--- src/sv/message_slot_fifo_unit_defines.svh ---
// ----------------------------------------------------------------------------
// Message slot FIFO assertion macros
// Shared property wrappers for the message slot FIFO blocks.
// ----------------------------------------------------------------------------
`ifndef MESSAGE_SLOT_FIFO_UNIT_DEFINES_SVH
`define MESSAGE_SLOT_FIFO_UNIT_DEFINES_SVH

// same-cycle implication, idle during reset
`define MSF_ASSERT_HOLD(label, clk, rst_n, ante, cons) \
	label: assert property (@(posedge clk) disable iff (!rst_n) (ante) |-> (cons)) \
		else $error("msf: same-cycle property failed");

// next-cycle implication, idle during reset
`define MSF_ASSERT_NEXT(label, clk, rst_n, ante, cons) \
	label: assert property (@(posedge clk) disable iff (!rst_n) (ante) |=> (cons)) \
		else $error("msf: next-cycle property failed");

`endif

--- src/sv/msf_pkg.sv ---
// ----------------------------------------------------------------------------
// msf_pkg
// Types and fixed field widths of the message slot FIFO.
// ----------------------------------------------------------------------------
package msf_pkg;

	localparam int BYTE_W = 8;
	localparam int OFS_W  = 10;
	localparam int STAT_W = 3;
	localparam int HLEN_W = 11;
	localparam int OCC_W  = 7;

	typedef enum logic [1:0] {
		OP_WRITE = 2'd0,
		OP_READ  = 2'd1,
		OP_POP   = 2'd2,
		OP_NONE  = 2'd3
	} opcode_t;

	typedef enum logic [STAT_W-1:0] {
		ST_OK     = 3'd0,
		ST_FULL   = 3'd1,
		ST_LONG   = 3'd2,
		ST_EMPTY  = 3'd3,
		ST_OFFSET = 3'd4
	} status_t;

	typedef enum logic [1:0] {
		DROP_NONE = 2'd0,
		DROP_FULL = 2'd1,
		DROP_LONG = 2'd2
	} drop_t;

	typedef enum logic [2:0] {
		S_IDLE,
		S_EXEC,
		S_RD_WAIT,
		S_LEN_WAIT,
		S_DONE
	} state_t;

	// controller -> datapath
	typedef struct packed {
		logic capture;
		logic exec;
		logic rd_load;
		logic len_load;
		logic out_load;
	} msf_cmd_t;

	// datapath -> controller
	typedef struct packed {
		logic need_rd;
		logic need_len;
		logic out_free;
	} msf_stat_t;

	function automatic status_t drop_status(drop_t d);
		status_t s;
		unique case (d)
			DROP_FULL: s = ST_FULL;
			DROP_LONG: s = ST_LONG;
			default:   s = ST_OK;
		endcase
		return s;
	endfunction

endpackage

--- src/sv/msf_ctrl.sv ---
// ----------------------------------------------------------------------------
// msf_ctrl
// Item sequencer: capture, execute, optional memory read wait, result hand-off.
// ----------------------------------------------------------------------------
module msf_ctrl import msf_pkg::*; (
	input  logic      clk,
	input  logic      arst_n,
	input  logic      s_tvalid,
	output logic      s_tready,
	input  msf_stat_t stat,
	output msf_cmd_t  cmd
);

	state_t state_q, state_d;

	always_ff @(posedge clk or negedge arst_n) begin
		if (!arst_n) begin
			state_q <= S_IDLE;
		end else begin
			state_q <= state_d;
		end
	end

	always_comb begin
		state_d  = state_q;
		cmd      = '0;
		s_tready = 1'b0;
		unique case (state_q)
			S_IDLE: begin
				s_tready = 1'b1;
				if (s_tvalid) begin
					cmd.capture = 1'b1;
					state_d     = S_EXEC;
				end
			end
			S_EXEC: begin
				cmd.exec = 1'b1;
				priority if (stat.need_rd) begin
					state_d = S_RD_WAIT;
				end else if (stat.need_len) begin
					state_d = S_LEN_WAIT;
				end else begin
					state_d = S_DONE;
				end
			end
			S_RD_WAIT: begin
				cmd.rd_load = 1'b1;
				state_d     = S_DONE;
			end
			S_LEN_WAIT: begin
				cmd.len_load = 1'b1;
				state_d      = S_DONE;
			end
			S_DONE: begin
				if (stat.out_free) begin
					cmd.out_load = 1'b1;
					state_d      = S_IDLE;
				end
			end
			default: begin
				state_d = S_IDLE;
			end
		endcase
	end

endmodule

--- config.mk ---
export PLATFORM = sky130hd
export DESIGN_NAME = msf_ctrl
export DESIGN_NICKNAME = d
export VERILOG_FILES = /design/src/sv/message_slot_fifo_unit_defines.svh /design/src/sv/msf_pkg.sv /design/src/sv/msf_ctrl.sv
export SDC_FILE = /design/constraint.sdc
export NUM_CORES = 1
export LEC_CHECK = 0
export BUFFER_PORTS_ARGS = -buffer_cell sky130_fd_sc_hd__buf_4
export CAP_MARGIN = 5
export CORE_AREA = 8 8 45 47
export CTS_CLUSTER_SIZE = 28
export DETAILED_ROUTE_END_ITERATION = 10
export DIE_AREA = 0 0 53 55
export GPL_ROUTABILITY_DRIVEN = 0
export PLACE_DENSITY_LB_ADDON = 0.15
export RECOVER_POWER = 100
export SETUP_SLACK_MARGIN = 0.1
export SKIP_CTS_REPAIR_TIMING = 1
export SYNTH_ARGS = -nofsm -noshare
export SYNTH_HDL_FRONTEND = slang
export SYNTH_SLANG_ARGS = --single-unit
--- constraint.sdc ---
create_clock -name clk -period 1.2 [get_ports clk]
set_clock_uncertainty 0.2 [all_clocks]
set_input_delay 0.24 -clock clk [delete_from_list [all_inputs] [get_ports clk]]
set_output_delay 0.24 -clock clk [all_outputs]
set_load 0.01 [all_outputs]
**Yosys cells after proc, flatten, opt, wreduce, memory -nomap -nowiden**

Index checks and enable logic that the tools add are counted.

- Flip-flop bits (word level): 3
- Output and inout port bits: 6
- Logic and storage cells: 23

- Equal/unequal tests: 6
- Muxes and demuxes: 13
- Reduce and logical (&&, ||, !) cells: 3

Operators by type and width:

| kind | number |
|---|---|
| $mux W3 | 4 |
| $pmux W3 S4 | 1 |
| $mux W1 | 8 |
| $eq A3 B2 Y1 const B | 2 |
| $ne A2 B2 Y1 const B | 2 |
| $eq A3 B1 Y1 const B | 1 |
| $eq A3 B3 Y1 const B | 1 |
| $logic_not A3 Y1 | 1 |
| $reduce_and A2 Y1 | 1 |
| $reduce_or A2 Y1 | 1 |

**Logic depth before layout (Yosys ltp)**

- Word-level depth: 3
- Mapped depth: 3
- Depth with buffers taken out: 2

**Worst setup path after synthesis**

No wires, ideal clock.

- Kind: reg-to-output
- Start point: reg state_q[0]
- End point: out cmd[4] (netlist bit)
- Data arrival time: 1035 ps
- Required time: 760 ps
- Slack: -275 ps
- Cell stages (with the launch flop): 4
- Cells stage by stage: dfrtp_1 -> buf_6 -> nor3_1 -> and2_1

RTL lines:

| item | RTL line | RTL |
|---|---|---|
| from (decl) | msf_ctrl.sv:14 | `state_t state_q, state_d;` |
| from (signal assigned) | msf_ctrl.sv:20 | `state_q <= state_d;` |
| to (decl) | msf_ctrl.sv:11 | `output msf_cmd_t cmd` |

==> impl_metrics.env <==
export IMPL_syn_mean_instance_area_sq_um=9.51
export IMPL_cp_buffers_inverters=1
export IMPL_rows=14
export IMPL_clk_pin_slew_ns=0.04
export IMPL_crit_slowest_cell="dfrtp_2"
export IMPL_max_vdd_ir_drop_mv=0.557
export IMPL_switching_power_uw=357
export IMPL_ys_top_cells_by_count="dfrtp_1 (3), nand2b_1 (2), nor2_1 (2), nor3_1 (2), or4b_1 (2)"
export IMPL_ant_nets=0
export IMPL_antenna_found_initial=0
export IMPL_place_ws_ns=-0.158
export IMPL_synth_mux_area_share_pct=0
export IMPL_hpwl_um=453
export IMPL_synth_compound_area_share_pct=7.89
export IMPL_drtIter0Drc=0
export IMPL_htree_num_levels=1
export IMPL_ys_warn_count=0
export IMPL_synthXorXnorAreaFrac_pct=0
export IMPL_die_w_um=53
export IMPL_clock_sinks=3
export IMPL_synth_fa_ha_area_share_pct=0
export IMPL_grt_usage_pct=4.98
export IMPL_fin_area_sq_um=439
export IMPL_grt_max_degree=10
export IMPL_max_freq_ghz=0.638
export IMPL_dr_pass1_iters=1
export IMPL_drive_gt1_share_pct=72.7
export IMPL_power_internal_uw=651
export IMPL_max_stage_delay_ns=0.44
export IMPL_reg_top3="state_q (3)"
export IMPL_diodes=0
export IMPL_drcViolationCount=0
export IMPL_arrival_ns=1.13
export IMPL_numCtsBuffers=3
export IMPL_leakagePower_nw=0.202
export IMPL_postSynthCellCount=20
export IMPL_largest_reg_flops=3
export IMPL_cp_required_ns=0.76
export IMPL_synth_largest_area_cell="dfrtp_1"
export IMPL_route_vias_total=239
export IMPL_synth_cell_types=14
export IMPL_rsz0062_at_grt="yes"
export IMPL_synth_top_family_by_area="simple AND/OR/NAND/NOR gates"
export IMPL_worst_slack_ns=-0.368
export IMPL_cts_root_buf="clkbuf_4"
export IMPL_overflow=0
export IMPL_io_buffers=11
export IMPL_nets=51
export IMPL_fillers=148
export IMPL_via_per_inst=3.98
export IMPL_status="finished, violations left"
export IMPL_area_delta_synth_final_pct=131
export IMPL_swShare_pct=35.4
export IMPL_insertion_delay_ns=0.23
export IMPL_power_density_nw_per_um2=2290
export IMPL_grt_pass1_vias=248
export IMPL_worst_path_dominant_cell_family="flip-flops"
export IMPL_die_y_um=55
export IMPL_worst_pin_slew_ns=0.190
export IMPL_worstHoldPathType="input pin to register"
export IMPL_cp_cell_sequence="nor3_4 -> and2_4 -> buf_6"
export IMPL_startpoint_type="register"
export IMPL_synth_edf_count=0
export IMPL_post_route_period_util_pct=131
export IMPL_pwr_share_seq_pct=24.3
export IMPL_yosys_register_bits=3
export IMPL_syn_nets=26
export IMPL_core_area_sq_um=1380
export IMPL_ys_seq_area_share_pct=39.5
export IMPL_endpoint_kind="output port"
export IMPL_violations="setup timing"
export IMPL_final_max_slew_violation_count=0
export IMPL_synth_simple_area_share_pct=44.7
export IMPL_io_pins=12
export IMPL_wire_per_inst_um=10.8
export IMPL_power_frac_clock_pct=17.6
export IMPL_synth_area_sq_um=190
export IMPL_setup_viol=8
export IMPL_hold_viol=0
export IMPL_synth_ff_type="dfrtp_1"
export IMPL_dpl_cell_area_sq_um=339
export IMPL_netlist_top_cells_area="dfrtp_1 (39%), or4b_1 (11%), nand2b_1 (6.6%)"
export IMPL_max_slew_margin_rel_pct=87.4
export IMPL_regMostFlops="state_q"
export IMPL_wirelength_um=645
export IMPL_start_util_pct=13.7
export IMPL_period_needed_ns=1.57
export IMPL_max_cap_violations=0
export IMPL_path_class="register to output port"
export IMPL_synth_top_area_share_pct=39.5
export IMPL_synth_async_sr_flop_share_pct=100
export IMPL_grt_pass1_wl_um=993
export IMPL_clk_path_buf_depth=2
export IMPL_cts_tree="yes"
export IMPL_yosysMostFrequentCell="dfrtp_1"
export IMPL_p_comb_share_pct=58.1
export IMPL_dieArea_sq_um=2920
export IMPL_critPathMaxFanout=6
-- routing by layer --
metal / wire, um / vias to the layer above / track usage [%]
met1: 233 / 111 / 4.12
met3: 55 / 2 / 2.41
met2: 336 / 7 / 7.23
met4: 20 / 0 / 7.76
li1: - / 119 / -
met5: 0 / - / 0
-- area by class of cell --
type                            instances  area [sq um]  share of cell area, %
Tap cell                               16          20.0                   4.56
Multi-Input combinational cell         15           141                   32.2
Inverter                                1          3.75                  0.855
Clock buffer                            4          26.3                   5.98
Timing Repair Buffer                   21           169                   38.5
Sequential cell                         3          78.8                   17.9
-- cell usage in the layout, fill, tap and decap left out --
master and count:
nand3b_1 1, clkbuf_4 3, or4b_1 2, nor3_2 1
buf_4 14, a211oi_1 1, dlygate4sd3_1 1, dfrtp_2 3
nor3_4 1, inv_1 1, o21a_1 1, nand2b_1 1
nand2b_4 1, nor3b_2 1, clkbuf_1 2, nand2_1 1
and2_4 1, nor2_4 2, buf_2 1, buf_6 4
nand3_1 1
-- final timing paths --
| kind | startpoint | endpoint | slack, ns | depth (start not counted) |
|---|---|---|---|---|
| max | state_q[0] | cmd[4] | -0.37 | 3 |
| min | stat[1] | state_q[2] | 0.09 | 3 |
| max reg2reg | state_q[0] | state_q[2] | -0.22 | 3 |
| min reg2reg | state_q[2] | state_q[0] | 0.35 | 1 |
| max in group asynchronous | arst_n | state_q[0] | 0.50 | 2 |
| min in group asynchronous | arst_n | state_q[2] | 0.14 | 2 |
-- power groups by stage --
stage	registers, mW	logic [mW]	clock network, mW
6_report	0.245	0.585	0.177
5_1_grt	0.257	0.633	0.189
4_1_cts	0.241	0.407	0.189
3_5_place_dp	0.242	0.405	0
3_3_place_gp	0.244	0.403	0
2_1_floorplan	0.193	0.258	0
-- worst reg2reg max path: cells and delay by family (launching register included) --
kind	cells	cell delay, ns
DFF	1	0.44
buffers and inverters	1	0.16
and+or+nand+nor	2	0.56
-- kinds of logic after synthesis --
logic type	Yosys count
buf+inv	2
simple gates	13
flops	3
compound gates	2
-- per-stage QoR --
| stage | utilization, % | cells | power (mW) | hold WS (ns) | setup TNS, ns |
|---|---|---|---|---|---|
| final | 31.7 | 60 | 1.01 | 0.0921 | -2.26 |
| after global routing | 31.7 | 60 | 1.08 | 0.110 | -2.73 |
| after global placement | 24.5 | 51 | 0.647 | -0.171 | -0.917 |
| after detailed placement | 24.5 | 51 | 0.648 | -0.171 | -0.920 |
| after floorplan | - | 20 | 0.451 | -0.256 | -0.228 |
| after CTS | 26.4 | 55 | 0.837 | -0.424 | -2.52 |
(Power assumes the default switching activity.)
